### src/rtl/rrcw_pkg.sv
`timescale 1ns / 1ps
`default_nettype none

package rrcw_pkg;

	// Window format: unsigned fixed point, whole packets above FRAC_BITS fraction bits.
	localparam int FRAC_BITS = 8;
	localparam int PKT_W     = 16;
	localparam int WIN_W     = PKT_W + FRAC_BITS;
	localparam int RTO_W     = 13;
	localparam int SRTT_W    = 24;
	localparam int RVAR_W    = 20;
	localparam int RETRY_W   = 8;
	localparam int CFG_W     = 16;
	localparam int CFG_IDX_W = 2;
	// Widest intermediate RTO sum: srtt + variance + pad.
	localparam int RTO_SUM_W = 22;

	localparam logic [RTO_W-1:0] RTO_MAX = RTO_W'(5000);
	localparam logic [RTO_W-1:0] RTO_MIN = RTO_W'(1000);
	localparam logic [RTO_SUM_W-1:0] RTO_PAD = RTO_SUM_W'(10);

	localparam logic [WIN_W-1:0] ONE_PKT = WIN_W'(1) << FRAC_BITS;
	localparam logic [WIN_W-1:0] TWO_PKT = WIN_W'(2) << FRAC_BITS;

	localparam logic [PKT_W-1:0]   INITIAL_WINDOW_RST = PKT_W'(2);
	localparam logic [PKT_W-1:0]   WINDOW_LIMIT_RST   = PKT_W'(64);
	localparam logic [RETRY_W-1:0] RETRY_LIMIT_RST    = RETRY_W'(3);

	typedef enum logic [1:0] {
		KIND_ACK     = 2'd0,
		KIND_TIMEOUT = 2'd1,
		KIND_RESTART = 2'd2
	} kind_t;

	typedef enum logic [CFG_IDX_W-1:0] {
		REG_INITIAL_WINDOW = 2'd0,
		REG_WINDOW_LIMIT   = 2'd1,
		REG_RETRY_LIMIT    = 2'd2
	} cfg_reg_t;

	typedef struct packed {
		logic [1:0]         kind;
		logic [15:0]        rtt_sample_ms;
		logic               sample_valid;
		logic [PKT_W-1:0]   receiver_window;
		logic               window_cut_allowed;
		logic [RETRY_W-1:0] transmit_count;
	} item_t;

	typedef struct packed {
		logic [RTO_W-1:0] rto_ms;
		logic [WIN_W-1:0] cwnd_q8;
		logic [WIN_W-1:0] ssthresh_q8;
		logic [PKT_W-1:0] send_limit;
		logic             give_up;
	} result_t;

	// Packets to fixed point; a 16-bit count always fits the 24-bit field.
	function automatic logic [WIN_W-1:0] to_q(input logic [PKT_W-1:0] pkts);
		to_q = {pkts, FRAC_BITS'(0)};
	endfunction

	function automatic logic [RTO_W-1:0] clamp_rto(input logic [RTO_SUM_W-1:0] r);
		if (r > RTO_SUM_W'(RTO_MAX)) begin
			clamp_rto = RTO_MAX;
		end else if (r < RTO_SUM_W'(RTO_MIN)) begin
			clamp_rto = RTO_MIN;
		end else begin
			clamp_rto = r[RTO_W-1:0];
		end
	endfunction

endpackage

`default_nettype wire

### src/rtl/rrcw_item_if.sv
`timescale 1ns / 1ps
`default_nettype none

interface rrcw_item_if import rrcw_pkg::*; ();
	logic  valid;
	logic  ready;
	item_t data;

	modport source (output valid, output data, input ready);
	modport sink (input valid, input data, output ready);
endinterface

`default_nettype wire

### src/rtl/rrcw_result_if.sv
`timescale 1ns / 1ps
`default_nettype none

interface rrcw_result_if import rrcw_pkg::*; ();
	logic    valid;
	logic    ready;
	result_t data;

	modport source (output valid, output data, input ready);
	modport sink (input valid, input data, output ready);
endinterface

`default_nettype wire

### src/rtl/rtt_rto_congestion_window.sv
`timescale 1ns / 1ps
`default_nettype none

// Channel   Direction  Beat contents
// item      in         kind, RTT sample, sample flag, receiver window, cut flag, tx count
// result    out        RTO, cwnd, ssthresh, send limit, give-up flag
// wr_*      in         register write: enable, index, data (no read-back)
//
// Every item yields exactly one result beat: the item is held in the stage-one
// register, then the state update loads the result register. With the result
// side ready, one item is taken every cycle. While a result beat waits, stage
// one still takes one more item and then holds it, which stalls the input.
// Reset loads the windows from the register reset values and sets the RTO to
// 5000 ms.
module rtt_rto_congestion_window
	import rrcw_pkg::*;
(
	input  wire logic                 clk,
	input  wire logic                 arst_n,
	rrcw_item_if.sink                 item,
	rrcw_result_if.source             result,
	input  wire logic                 wr_en,
	input  wire logic [CFG_IDX_W-1:0] wr_index,
	input  wire logic [CFG_W-1:0]     wr_data
);

	// Configuration registers.
	logic [PKT_W-1:0]   initial_window_q;
	logic [PKT_W-1:0]   window_limit_q;
	logic [RETRY_W-1:0] retry_limit_q;

	// Estimator and window state.
	logic               has_estimate_q;
	logic [SRTT_W-1:0]  srtt_x8_q;
	logic [RVAR_W-1:0]  rvar_x4_q;
	logic [RTO_W-1:0]   rto_q;
	logic [WIN_W-1:0]   cwnd_q;
	logic [WIN_W-1:0]   ssthresh_q;
	logic [PKT_W-1:0]   peer_window_q;

	// Pipeline.
	logic    valid_s1;
	item_t   item_s1;
	logic    out_valid_q;
	result_t out_data_q;
	logic    advance;

	// Next-state values.
	logic               has_estimate_d;
	logic [SRTT_W-1:0]  srtt_x8_d;
	logic [RVAR_W-1:0]  rvar_x4_d;
	logic [RTO_W-1:0]   rto_d;
	logic [WIN_W-1:0]   cwnd_d;
	logic [WIN_W-1:0]   ssthresh_d;
	logic [PKT_W-1:0]   peer_window_d;
	logic               give_up_d;
	logic [PKT_W-1:0]   send_limit_d;

	// Datapath intermediates.
	logic [20:0]        srtt_whole;
	logic [20:0]        sample_ext;
	logic [20:0]        dev_abs;
	logic [SRTT_W:0]    srtt_sum;
	logic [21:0]        rvar_sum;
	logic [WIN_W:0]     cwnd_grown;
	logic [WIN_W:0]     cwnd_cap;
	logic [WIN_W-1:0]   cwnd_half;

	assign advance      = valid_s1 && (!out_valid_q || result.ready);
	assign item.ready   = !valid_s1 || advance;
	assign result.valid = out_valid_q;
	assign result.data  = out_data_q;

	always_ff @(posedge clk or negedge arst_n) begin
		if (!arst_n) begin
			initial_window_q <= INITIAL_WINDOW_RST;
			window_limit_q   <= WINDOW_LIMIT_RST;
			retry_limit_q    <= RETRY_LIMIT_RST;
		end else if (wr_en) begin
			case (wr_index)
				REG_INITIAL_WINDOW: initial_window_q <= wr_data[PKT_W-1:0];
				REG_WINDOW_LIMIT:   window_limit_q   <= wr_data[PKT_W-1:0];
				REG_RETRY_LIMIT:    retry_limit_q    <= wr_data[RETRY_W-1:0];
				default: ;
			endcase
		end
	end

	// Work out the state after the item in stage one.
	always_comb begin
		has_estimate_d = has_estimate_q;
		srtt_x8_d      = srtt_x8_q;
		rvar_x4_d      = rvar_x4_q;
		rto_d          = rto_q;
		cwnd_d         = cwnd_q;
		ssthresh_d     = ssthresh_q;
		peer_window_d  = peer_window_q;
		give_up_d      = 1'b0;

		// Error between the sample and the current smoothed RTT.
		srtt_whole = srtt_x8_q[SRTT_W-1:3];
		sample_ext = 21'(item_s1.rtt_sample_ms);
		dev_abs    = (sample_ext >= srtt_whole) ? (sample_ext - srtt_whole)
		                                        : (srtt_whole - sample_ext);
		// srtt += err / 8, variance += (|err| - variance) / 4, both kept scaled.
		srtt_sum   = (SRTT_W+1)'(srtt_x8_q) - (SRTT_W+1)'(srtt_whole)
		             + (SRTT_W+1)'(item_s1.rtt_sample_ms);
		rvar_sum   = 22'(rvar_x4_q) - 22'(rvar_x4_q[RVAR_W-1:2]) + 22'(dev_abs);

		// Slow start doubles the window, congestion avoidance adds one packet.
		cwnd_grown = (cwnd_q < ssthresh_q) ? {cwnd_q, 1'b0}
		                                   : ((WIN_W+1)'(cwnd_q) + (WIN_W+1)'(ONE_PKT));
		cwnd_cap   = (WIN_W+1)'(to_q(window_limit_q));
		cwnd_half  = cwnd_q >> 1;

		case (item_s1.kind)
			KIND_ACK: begin
				peer_window_d = item_s1.receiver_window;
				if (item_s1.sample_valid) begin
					has_estimate_d = 1'b1;
					if (!has_estimate_q) begin
						// First sample seeds srtt with no variance; RTO is four samples plus the pad.
						srtt_x8_d = SRTT_W'({item_s1.rtt_sample_ms, 3'b000});
						rvar_x4_d = '0;
						rto_d     = clamp_rto(RTO_SUM_W'({item_s1.rtt_sample_ms, 2'b00})
						                      + RTO_PAD);
					end else begin
						srtt_x8_d = srtt_sum[SRTT_W-1:0];
						rvar_x4_d = rvar_sum[RVAR_W-1:0];
						rto_d     = clamp_rto(RTO_SUM_W'(srtt_sum[SRTT_W-1:3])
						                      + RTO_SUM_W'(rvar_sum[RVAR_W-1:0]) + RTO_PAD);
					end
					cwnd_d = (cwnd_grown > cwnd_cap) ? cwnd_cap[WIN_W-1:0]
					                                 : cwnd_grown[WIN_W-1:0];
				end
			end
			KIND_TIMEOUT: begin
				if (item_s1.window_cut_allowed) begin
					// Back off the timer and fall back to a two-packet window.
					rto_d      = clamp_rto(RTO_SUM_W'({rto_q, 1'b0}));
					ssthresh_d = (cwnd_half < TWO_PKT) ? TWO_PKT : cwnd_half;
					cwnd_d     = TWO_PKT;
				end
				give_up_d = item_s1.transmit_count > retry_limit_q;
			end
			KIND_RESTART: begin
				cwnd_d        = to_q(initial_window_q);
				ssthresh_d    = to_q(window_limit_q);
				peer_window_d = window_limit_q;
			end
			default: ;
		endcase

		// Sender may have no more in flight than either window allows.
		send_limit_d = (cwnd_d[WIN_W-1:FRAC_BITS] > peer_window_d) ? peer_window_d
		                                                           : cwnd_d[WIN_W-1:FRAC_BITS];
	end

	always_ff @(posedge clk or negedge arst_n) begin
		if (!arst_n) begin
			has_estimate_q <= 1'b0;
			srtt_x8_q      <= '0;
			rvar_x4_q      <= '0;
			rto_q          <= RTO_MAX;
			cwnd_q         <= to_q(INITIAL_WINDOW_RST);
			ssthresh_q     <= to_q(WINDOW_LIMIT_RST);
			peer_window_q  <= WINDOW_LIMIT_RST;
		end else if (advance) begin
			has_estimate_q <= has_estimate_d;
			srtt_x8_q      <= srtt_x8_d;
			rvar_x4_q      <= rvar_x4_d;
			rto_q          <= rto_d;
			cwnd_q         <= cwnd_d;
			ssthresh_q     <= ssthresh_d;
			peer_window_q  <= peer_window_d;
		end
	end

	// Valid flags of the two stages.
	always_ff @(posedge clk or negedge arst_n) begin
		if (!arst_n) begin
			valid_s1    <= 1'b0;
			out_valid_q <= 1'b0;
		end else begin
			if (item.ready) begin
				valid_s1 <= item.valid;
			end
			if (advance) begin
				out_valid_q <= 1'b1;
			end else if (result.ready) begin
				out_valid_q <= 1'b0;
			end
		end
	end

	// Payload registers carry no reset.
	always_ff @(posedge clk) begin
		if (item.valid && item.ready) begin
			item_s1 <= item.data;
		end
		if (advance) begin
			out_data_q.rto_ms      <= rto_d;
			out_data_q.cwnd_q8     <= cwnd_d;
			out_data_q.ssthresh_q8 <= ssthresh_d;
			out_data_q.send_limit  <= send_limit_d;
			out_data_q.give_up     <= give_up_d;
		end
	end

endmodule

`default_nettype wire

### src/flat_wrapper.sv
// flat-port wrapper written by rule: the top's interface ports become plain ports
module rtt_rto_congestion_window_flat import rrcw_pkg::*;
  (clk, arst_n, wr_en, wr_index, wr_data, item_valid, item_data, item_ready, result_valid, result_data, result_ready);
  rrcw_item_if item_i ();
  rrcw_result_if result_i ();
  input  wire logic clk;
  input  wire logic arst_n;
  input  wire logic wr_en;
  input  wire logic [CFG_IDX_W-1:0] wr_index;
  input  wire logic [CFG_W-1:0] wr_data;
  input wire logic [$bits(item_i.valid)-1:0] item_valid;
  input wire logic [$bits(item_i.data)-1:0] item_data;
  output wire logic [$bits(item_i.ready)-1:0] item_ready;
  output wire logic [$bits(result_i.valid)-1:0] result_valid;
  output wire logic [$bits(result_i.data)-1:0] result_data;
  input wire logic [$bits(result_i.ready)-1:0] result_ready;
  assign item_i.valid = item_valid;
  assign item_i.data = item_data;
  assign item_ready = item_i.ready;
  assign result_valid = result_i.valid;
  assign result_data = result_i.data;
  assign result_i.ready = result_ready;
  rtt_rto_congestion_window u_core (.clk(clk), .arst_n(arst_n), .item(item_i), .result(result_i), .wr_en(wr_en), .wr_index(wr_index), .wr_data(wr_data));
endmodule
### config.mk
export PLATFORM = sky130hd
export DESIGN_NAME = rtt_rto_congestion_window_flat
export DESIGN_NICKNAME = d
export VERILOG_FILES = /design/src/rtl/rrcw_pkg.sv /design/src/rtl/rrcw_item_if.sv /design/src/rtl/rrcw_result_if.sv /design/src/rtl/rtt_rto_congestion_window.sv /design/src/flat_wrapper.sv
export SDC_FILE = /design/constraint.sdc
export NUM_CORES = 1
export LEC_CHECK = 0
export BUFFER_PORTS_ARGS = -buffer_cell sky130_fd_sc_hd__buf_2
export CAP_MARGIN = 20
export CORE_ASPECT_RATIO = 2
export CORE_MARGIN = 4
export CORE_UTILIZATION = 50
export CTS_CLUSTER_DIAMETER = 40
export DETAILED_ROUTE_END_ITERATION = 10
export PLACE_DENSITY = 0.68
export REMOVE_ABC_BUFFERS = 1
export SLEW_MARGIN = 20
export SYNTH_ARGS = -nofsm -noshare
export SYNTH_HDL_FRONTEND = slang
export SYNTH_SLANG_ARGS = --single-unit
### constraint.sdc
create_clock -name clk -period 8.9 [get_ports clk]
set_input_delay 0 -clock clk [delete_from_list [all_inputs] [get_ports clk]]
set_output_delay 0 -clock clk [all_outputs]
set_load 0.01 [all_outputs]
== After elaboration in Yosys (flattened, before gate mapping) ==
Cells that the tools add are included.
Word-level totals
  register bits: 286
Operators by class
  $add $sub $neg: 10
  $lt $le $gt $ge: 12
  equal/unequal tests: 4
  muxes and demuxes: 25
  reductions and logical operators: 13
Operators by type and width (count)
  $mux 24: 5
  $mux 13: 9
  $pmux 24 s3: 1
  $pmux 24 s2: 1
  $gt 22x13->1 const B: 2
  $lt 22x10->1 const B: 2
  $mux 20: 2
  $pmux 16 s2: 1
  $pmux 13 s2: 1
  $add 24x9->25 const B: 1
  $gt 25x24->1: 1
  $mux 25: 1
  $add 24x16->24: 1
  $lt 24x24->1: 1
  $sub 24x21->24: 1
  $lt 23x10->1 const B: 1
  $mux 23: 1
  $add 21x20->22: 1
  $add 22x4->22 const B: 1
  $ge 16x21->1: 1
  $add 20x20->20: 1
  $sub 16x20->20: 1
  $sub 20x16->20: 1
  $sub 20x18->20: 1
  other kinds (16): 25

== Logic depth before layout (Yosys ltp) ==
Gate-level depths: netlist of run 1.
  depth after elaboration: 11
  mapped depth: 41
  depth with buffers taken out: 33

== Worst setup path after synthesis of run 1 ==
OpenSTA, ideal clock, no wires.
  kind: flip-flop to flip-flop
  start: reg u_core.item_s1[29] (netlist name)
  end: reg u_core.out_data_q (netlist bit u_core.result.data[72]) (data pin)
  data arrival time: 7.920 ns
  data required time: 8.644 ns
  slack: 0.724 ns
  stages on the path, launching flop included: 38
  period minus slack after synthesis: 8.176 ns
  path through: edfxtp_1 > clkbuf_1 > inv_1 > ha_1 > buf_4 > a21oi_1 > nand2b_1 > and4b_1 > o21a_1 > or2_1 > buf_6 > buf_6 > buf_2 > buf_1 > mux2i_1 > fa_1 > inv_1 > fa_1 > [... 2 more ...] > nor2b_1 > o221ai_1 > o21ai_1 > a2111oi_0 > o31a_1 > xnor2_1 > ha_1 > ha_1 > a21o_1 > a21o_1 > a21oi_1 > nor2_1 > nor4_1 > nor4b_2 > and4b_1 > buf_2 > nand2b_1 > a31o_2
On the way
  word-level cells in the longest chain between the ends: 11
  elaborated cells on any way between the ends: 20
Ends and longest elaborated chain
  from (decl): line rtt_rto_congestion_window.sv:43  | item_t item_s1;
  from (signal assigned): line rtt_rto_congestion_window.sv:199  | item_s1 <= item.data;
  $sub 20x16->20, or another cell as far along: line rtt_rto_congestion_window.sv:104  | : (srtt_whole - sample_ext);
  $mux 20: line rtt_rto_congestion_window.sv:103  | dev_abs = (sample_ext >= srtt_whole) ? (sample_ext - srtt_whole)
  $add 20x20->20: line rtt_rto_congestion_window.sv:108  | rvar_sum = 22'(rvar_x4_q) - 22'(rvar_x4_q[RVAR_W-1:2]) + 22'(dev_abs);
  $add 21x20->22: line rtt_rto_congestion_window.sv:131  | + RTO_SUM_W'(rvar_sum[RVAR_W-1:0]) + RTO_PAD);
  $add 22x4->22: line rtt_rto_congestion_window.sv:131
  $lt 22x10->1: line rrcw_pkg.sv:67  | end else if (r < RTO_SUM_W'(RTO_MIN)) begin
  $mux 13: line rrcw_pkg.sv:67
  $mux 13: line rrcw_pkg.sv:65  | if (r > RTO_SUM_W'(RTO_MAX)) begin
  $mux 13 (*): line rtt_rto_congestion_window.sv:121  | if (!has_estimate_q) begin
  $mux 13 (*): line rtt_rto_congestion_window.sv:119  | if (item_s1.sample_valid) begin
  $pmux 13 s2 (*): line rtt_rto_congestion_window.sv:116  | case (item_s1.kind)
  named net u_core.rto_d[7]: line rtt_rto_congestion_window.sv:52  | logic [RTO_W-1:0] rto_d;
  to (decl): line rtt_rto_congestion_window.sv:45  | result_t out_data_q;
The timed path passes the listed nets; every way through them passes the cells marked *.
A chain may end at the register's enable or synchronous reset.

== Final worst setup path of run 1 ==
  start: reg u_core.item_s1[27] (netlist name)
  end: reg u_core.out_data_q (netlist bit u_core.result.data[68]) (data pin)
Same word-level chain as after synthesis.

==> qor.txt, run 1 <==
Via density = 6.08
H-tree Lvls = 2
Crit. Startpoint = u_core.item_s1[27]
Ant diodes = 0
Initial antenna violation count = 0
Critical path class = flop to flop
Core area = 41000 µm²
Ports = 147
FF-to-FF Start = u_core.item_s1[27]
Max frequency = 0.118 GHz
Cell taking the most area after synthesis = dfrtp_1
Initial DRT Pass Iterations = 7
Syn Inst Count = 2225
FILL cells = 3704
CP max-delay cell = edfxtp_1
Final WL = 72500 µm
Register bit total from synthesis = 286
CTS tree = yes
Final Util = 58.9%
Number of max-cap violations = 0
Routed met3 length = 3050 µm
Clk root buf = clkbuf_16
Setup violations, final = 0
CP Capture Type = flop
WL/cell = 24.2 µm
Die height = 295 µm
Min-Delay Path Class = primary input to async pin
Status = complete, no violations
Clock transition at path regs = 0.06 ns
Fin. max-slew vios = 0
Worst path max stage delay = 0.50 ns
Top cells by count, synth = nand2_1, inv_1, ha_1
Vias in the first global route = 18.8k
Register Area = 7780 µm²
Max Fanout on Critical Path = 9
Multi-input gate area = 11700 µm²
First-pass GRT wire length = 109000 µm
Critical Path Start Type = flop
Area contributors post-synth = dfrtp_1, edfxtp_1, ha_1
DP HPWL = 55600 µm
Worst Path Arrival = 8.76 ns
Routed Antenna Nets = 0
Initial Utilization = 50.4%
Routed via count = 18.2k
Std-Cell Rows = 105
Wl on met1 = 21500 µm
Gr usage total = 32.5%
Residual DRC = 0
Die span in x = 152 µm
Slew @ Worst Pin = 1.14 ns
Clk_lat worst skew = 0.55 ns
Post-synth cell types = 78
Inserted Clock Buffers = 39
Synthesized cell area = 20700 µm²
RSZ-0062 raised after global routing = no
DR top layer = met4
Part of the cycle the worst path needs = 95.2%
DRT iter0 DRCs = 1114
Yosys warns = 0
Count leader, synth = nand2_1
Worst slew margin = 23.7%
Final net count = 2730
Synth top area share = 18.4%
Ys async rst share = 57.3%
Die area = 44800 µm²
Clk_skew = 0.0231 ns
Clk sinks = 286
Area growth syn-to-layout = 16.8%
WP data required = 9.19 ns
Layout cell share with drive strength beyond 1 = 15.5%
IO buf count = 146
Hold Fails Final Rpt = 0
Setup TNS Final = 0 ns
Post-synth EDFFs = 122
GRT overflow = 0
Clock Tree Buf Depth = 3
Final Wtd Congestion = 1.04
Mean Syn Cell Area = 9.28 µm²
Largest net degree at the start of global routing = 78
Top_reg_cell synth = dfrtp_1
DR WL met2 = 37900 µm
Post-synthesis sequential area ratio = 37.7%
Tmin final = 8.48 ns
-- cells in the final DEF, fill, tap and decap left out, types with 12 or more instances in the layout --
master / instances
buf_2: 145
o21a_1: 19
nand3_1: 42
nor3_1: 29
a22oi_1: 21
nor2b_1: 23
xnor2_1: 56
edfxtp_1: 122
a21oi_1: 170
nand2_1: 237
and2_1: 12
clkbuf_16: 40
o211ai_1: 13
nand4_1: 27
fa_1: 37
dfrtp_1: 151
nand2b_1: 23
and3_1: 15
o21ai_0: 187
dfstp_2: 12
dlygate4sd3_1: 64
buf_4: 62
a21o_1: 54
o31ai_1: 19
mux2_2: 54
a31oi_1: 36
mux2i_1: 35
ha_1: 191
a22o_1: 34
xor2_1: 27
nor2_1: 101
inv_1: 205
a211oi_1: 14
-- flip-flops by register name, indices dropped and copies added, names as in the netlist --
signal / flops
u_core.retry_limit_q: 8
u_core.peer_window_q: 16
u_core.srtt_x8_q: 24
u_core.result.valid: 1
u_core.has_estimate_q: 1
u_core.result.data: 78
u_core.ssthresh_q: 24
u_core.item_s1: 44
u_core.valid_s1: 1
u_core.rvar_x4_q: 20
u_core.rto_q: 13
u_core.initial_window_q: 16
u_core.window_limit_q: 16
u_core.cwnd_q: 24
-- cell type report --
class	count	area share, %
multi-input cells	1627	48.6
flip-flops and latches	286	32.3
repair buffers	273	7.68
clock buffers	47	4.30
inverters	206	3.21
well taps	535	2.77
clock inverters	25	1.18
-- worst max-delay path: cells and delay by family (launching register included) --
| kind | cells | cell delay (ns) |
|---|---|---|
| adders and majority gates | 5 | 1.87 |
| and+or+nand+nor | 8 | 1.71 |
| AOI/OAI and AO/OA | 15 | 3.20 |
| xor gates and xnor gates | 2 | 0.39 |
| DFF | 1 | 0.50 |
| buffers and inverters | 2 | 0.32 |
| muxes | 1 | 0.21 |
-- final timing paths --
check / end / slack [ns] / cells after the start
worst max-delay path: u_core.result.data[68] / 0.42 / 33
worst min register to register: u_core.peer_window_q[9] / 0.49 / 2
worst min-delay path: u_core.retry_limit_q[4] / 0.0009 / 2
min in group clk: u_core.retry_limit_q[4] / 0.11 / 3
max in group asynchronous: u_core.has_estimate_q / 6.85 / 4
worst max register to register: u_core.result.data[68] / 0.42 / 33
-- per-stage QoR --
step                      hold slack, ns  area [µm²]  worst slack [ns]  std cells
after floorplan                   -0.296       20200             0.649       2119
after global placement            0.0264       22100             0.345       2862
after detailed placement          0.0261       22100            0.0176       2862
after CTS                         0.0249       24100             0.103       2998
after global routing              0.0589       24100            0.0247       2999
final                           0.000920       24100             0.424       2999
-- cells by family after synthesis --
family / after synthesis / share of synthesized area (%)
AOI/OAI and AO/OA: 662 / 20.2
buffers and inverters: 312 / 5.87
muxes: 90 / 4.71
and+or+nand+nor: 562 / 12.7
adders and majority gates: 230 / 15.3
xor gates and xnor gates: 83 / 3.52
DFF: 286 / 37.7
-- per-layer routing --
metal / vias up / global-route usage (%)
met5: - / 0
met4: 0 / 35.0
met3: 344 / 3.91
met2: 709 / 59.1
met1: 8786 / 28.4
li1: 8400 / -
-- what timing repair did --
action,4_1_cts,5_1_grt
endpoints found under the hold margin,146,0
buffers inserted,0,1
resized for setup,1,10
setup endpoints to repair,1,26
hold buffers,64,0
pin swaps,0,1
Power of run 1 is not shown: default switching activity piles up to over one toggle a cycle in this logic, so the estimate is an artifact.
==> run 2, diff against run 1 <==
- PLACE_DENSITY: 0.68 -> 0.71
- clock period: 8.9 -> 7.38 ns (I/O delays scaled with it)
==> qor.txt, run 2 (synthesized netlist as in run 1, its figures left out) <==
Clock Tree Buf Depth = 3 (unchanged)
H-tree Lvls = 2 (unchanged)
Clk_lat worst skew = 0.56 ns (about the same)
Max frequency = 0.131 GHz (+11%)
Core area = 41000 µm² (unchanged)
Initial Utilization = 50.4% (unchanged)
Violated checks = setup timing
FILL cells = 3265 (-12%)
Most frequent CP cell = buf_4
Routed via count = 20.1k (+10%)
Std-Cell Rows = 105 (unchanged)
Die height = 295 µm (unchanged)
Area growth syn-to-layout = 32.5%
Max Fanout on Critical Path = 7 (-2)
DRT iter0 DRCs = 1131 (+1.5%)
Min-Delay Path Class = primary input to async pin
Worst path max stage delay = 0.49 ns (about the same)
Initial antenna violation count = 5 (+5)
Fin. max-slew vios = 0 (unchanged)
Die span in x = 152 µm (unchanged)
Vias in the first global route = 20.7k (+9.7%)
Ports = 147 (unchanged)
CTS tree = yes
CP Capture Type = flop
Gr usage total = 35.9% (+3.4 points)
Number of max-cap violations = 0 (unchanged)
Hold Fails Final Rpt = 0 (unchanged)
Worst Path Arrival = 7.88 ns (-0.88 ns)
Clk_skew = 0.0258 ns (+0.00274 ns)
Clk sinks = 286 (unchanged)
Setup violations, final = 24 (+24)
WP data required = 7.65 ns (-1.54 ns)
Clk root buf = clkbuf_16
Post-place setup slack = -0.828 ns (-0.845 ns)
Via density = 6.08 (about the same)
Critical Path Start Type = flop
Final Wtd Congestion = 1.04 (-0.92%)
CP max-delay cell = fa_1
Part of the cycle the worst path needs = 103% (+7.9 points)
Final net count = 3032 (+11%)
Register Area = 7780 µm² (about the same)
Multi-input gate area = 12700 µm² (+8.1%)
WL/cell = 24.6 µm (+1.6%)
R2r worst-path depth = 38 (+15%)
Clock transition at path regs = 0.06 ns (about the same)
Max reg flops = 78 (unchanged)
R2R Setup Slk = -0.23 ns (-0.66 ns)
Layout cell share with drive strength beyond 1 = 29.3% (+14 points)
Most frequent cells in the layout = buf_4, nand2_1, inv_1, o21ai_0, ha_1
Most common cell after layout, fill and taps aside = buf_4
RSZ-0062 raised after global routing = yes
Worst slew margin = 13.5% (-10 points)
Final WL = 81100 µm (+12%)
Slew @ Worst Pin = 1.29 ns (+0.152 ns)
DP HPWL = 60100 µm (+8.1%)
Residual DRC = 0 (unchanged)
RR Endpoint = u_core.result.data[70]
Initial DRT Pass Iterations = 5 (-2)
Setup ws final = -0.232 ns (-0.656 ns)
First-pass GRT wire length = 119000 µm (+9.5%)
IO buf count = 146 (unchanged)
Largest net degree at the start of global routing = 67 (-14%)
FF-to-FF Start = u_core.item_s1[26]
Critical path class = flop to flop
Die area = 44800 µm² (unchanged)
Routed Antenna Nets = 0 (unchanged)
Inserted Clock Buffers = 37 (-5.1%)
GRT overflow = 0 (unchanged)
Final Util = 66.8% (+7.9 points)
Tmin final = 7.61 ns (-0.864 ns)
Status = finished, violations left
run 2: metrics by stage:
| stage | area [µm²] | TNS, ns | instances | hold WS [ns] |
|---|---|---|---|---|
| finish | 27400 | -3.24 | 3303 | 0.0436 |
| global route | 27400 | -11.71 | 3299 | 0.0631 |
| CTS | 26800 | -0.100 | 3279 | 0.0382 |
| detailed placement | 24100 | -18.27 | 3126 | -0.0619 |
| global placement | 24100 | -15.68 | 3126 | -0.0569 |
| floorplan | 20200 | -27.76 | 2119 | -0.296 |
run 2: layout make-up:
class | count | share of cell area [%]
sequential | 286 | 28.4
clock inverter | 24 | 0.910
inverter | 206 | 2.83
multi-input combinational | 1627 | 46.3
clock buffer | 44 | 3.67
timing repair buffer | 577 | 15.3
tap | 535 | 2.45
antenna | 4 | 0.0366
run 2: worst max path at each step:
stage / from / endpoint / slack (ns) / depth (start not counted)
detailed placement: u_core.item_s1[38] / u_core.result.data[74] / -0.83 / 34
floorplan: u_core.ssthresh_q[14] / u_core.result.data[12] / -0.87 / 31
global route: u_core.item_s1[26] / u_core.result.data[70] / -0.59 / 39
finish: u_core.item_s1[26] / u_core.result.data[70] / -0.23 / 38
global placement: u_core.item_s1[26] / u_core.result.data[66] / -0.76 / 36
CTS: u_core.item_s1[26] / u_core.result.data[74] / -0.04 / 32
run 2: repair_timing:
| action | 4_1_cts | 5_1_grt |
|---|---|---|
| buffers inserted | 21 | 20 |
| gates cloned | 0 | 0 |
| hold endpoints to repair | 121 | 0 |
| pin swaps | 65 | 54 |
| gates resized for setup | 115 | 84 |
| hold buffers | 65 | 0 |
| setup endpoints to repair | 26 | 41 |
run 2: critical path: cells and delay by family, from the launching register on:
family,cells,cell delay [ns]
AO/OA/AOI/OAI,12,1.86
adder cells (fa/ha/maj),5,1.71
AND/OR/NAND/NOR,10,1.66
buffers and inverters,7,0.95
XOR/XNOR,3,0.55
flip-flops,1,0.40
multiplexers,1,0.18
run 2: layer usage:
metal | share of wire [%] | GRT usage [%] | routed length, µm | vias up
met5 | 0.023 | 0 | 19 | -
met4 | 14 | 38.8 | 11600 | 4
met3 | 5.4 | 7.39 | 4380 | 504
met2 | 52 | 64.5 | 42100 | 917
met1 | 28 | 30.1 | 23000 | 9637
li1 | - | - | - | 9008
Power of run 2 is left out for the same reason.
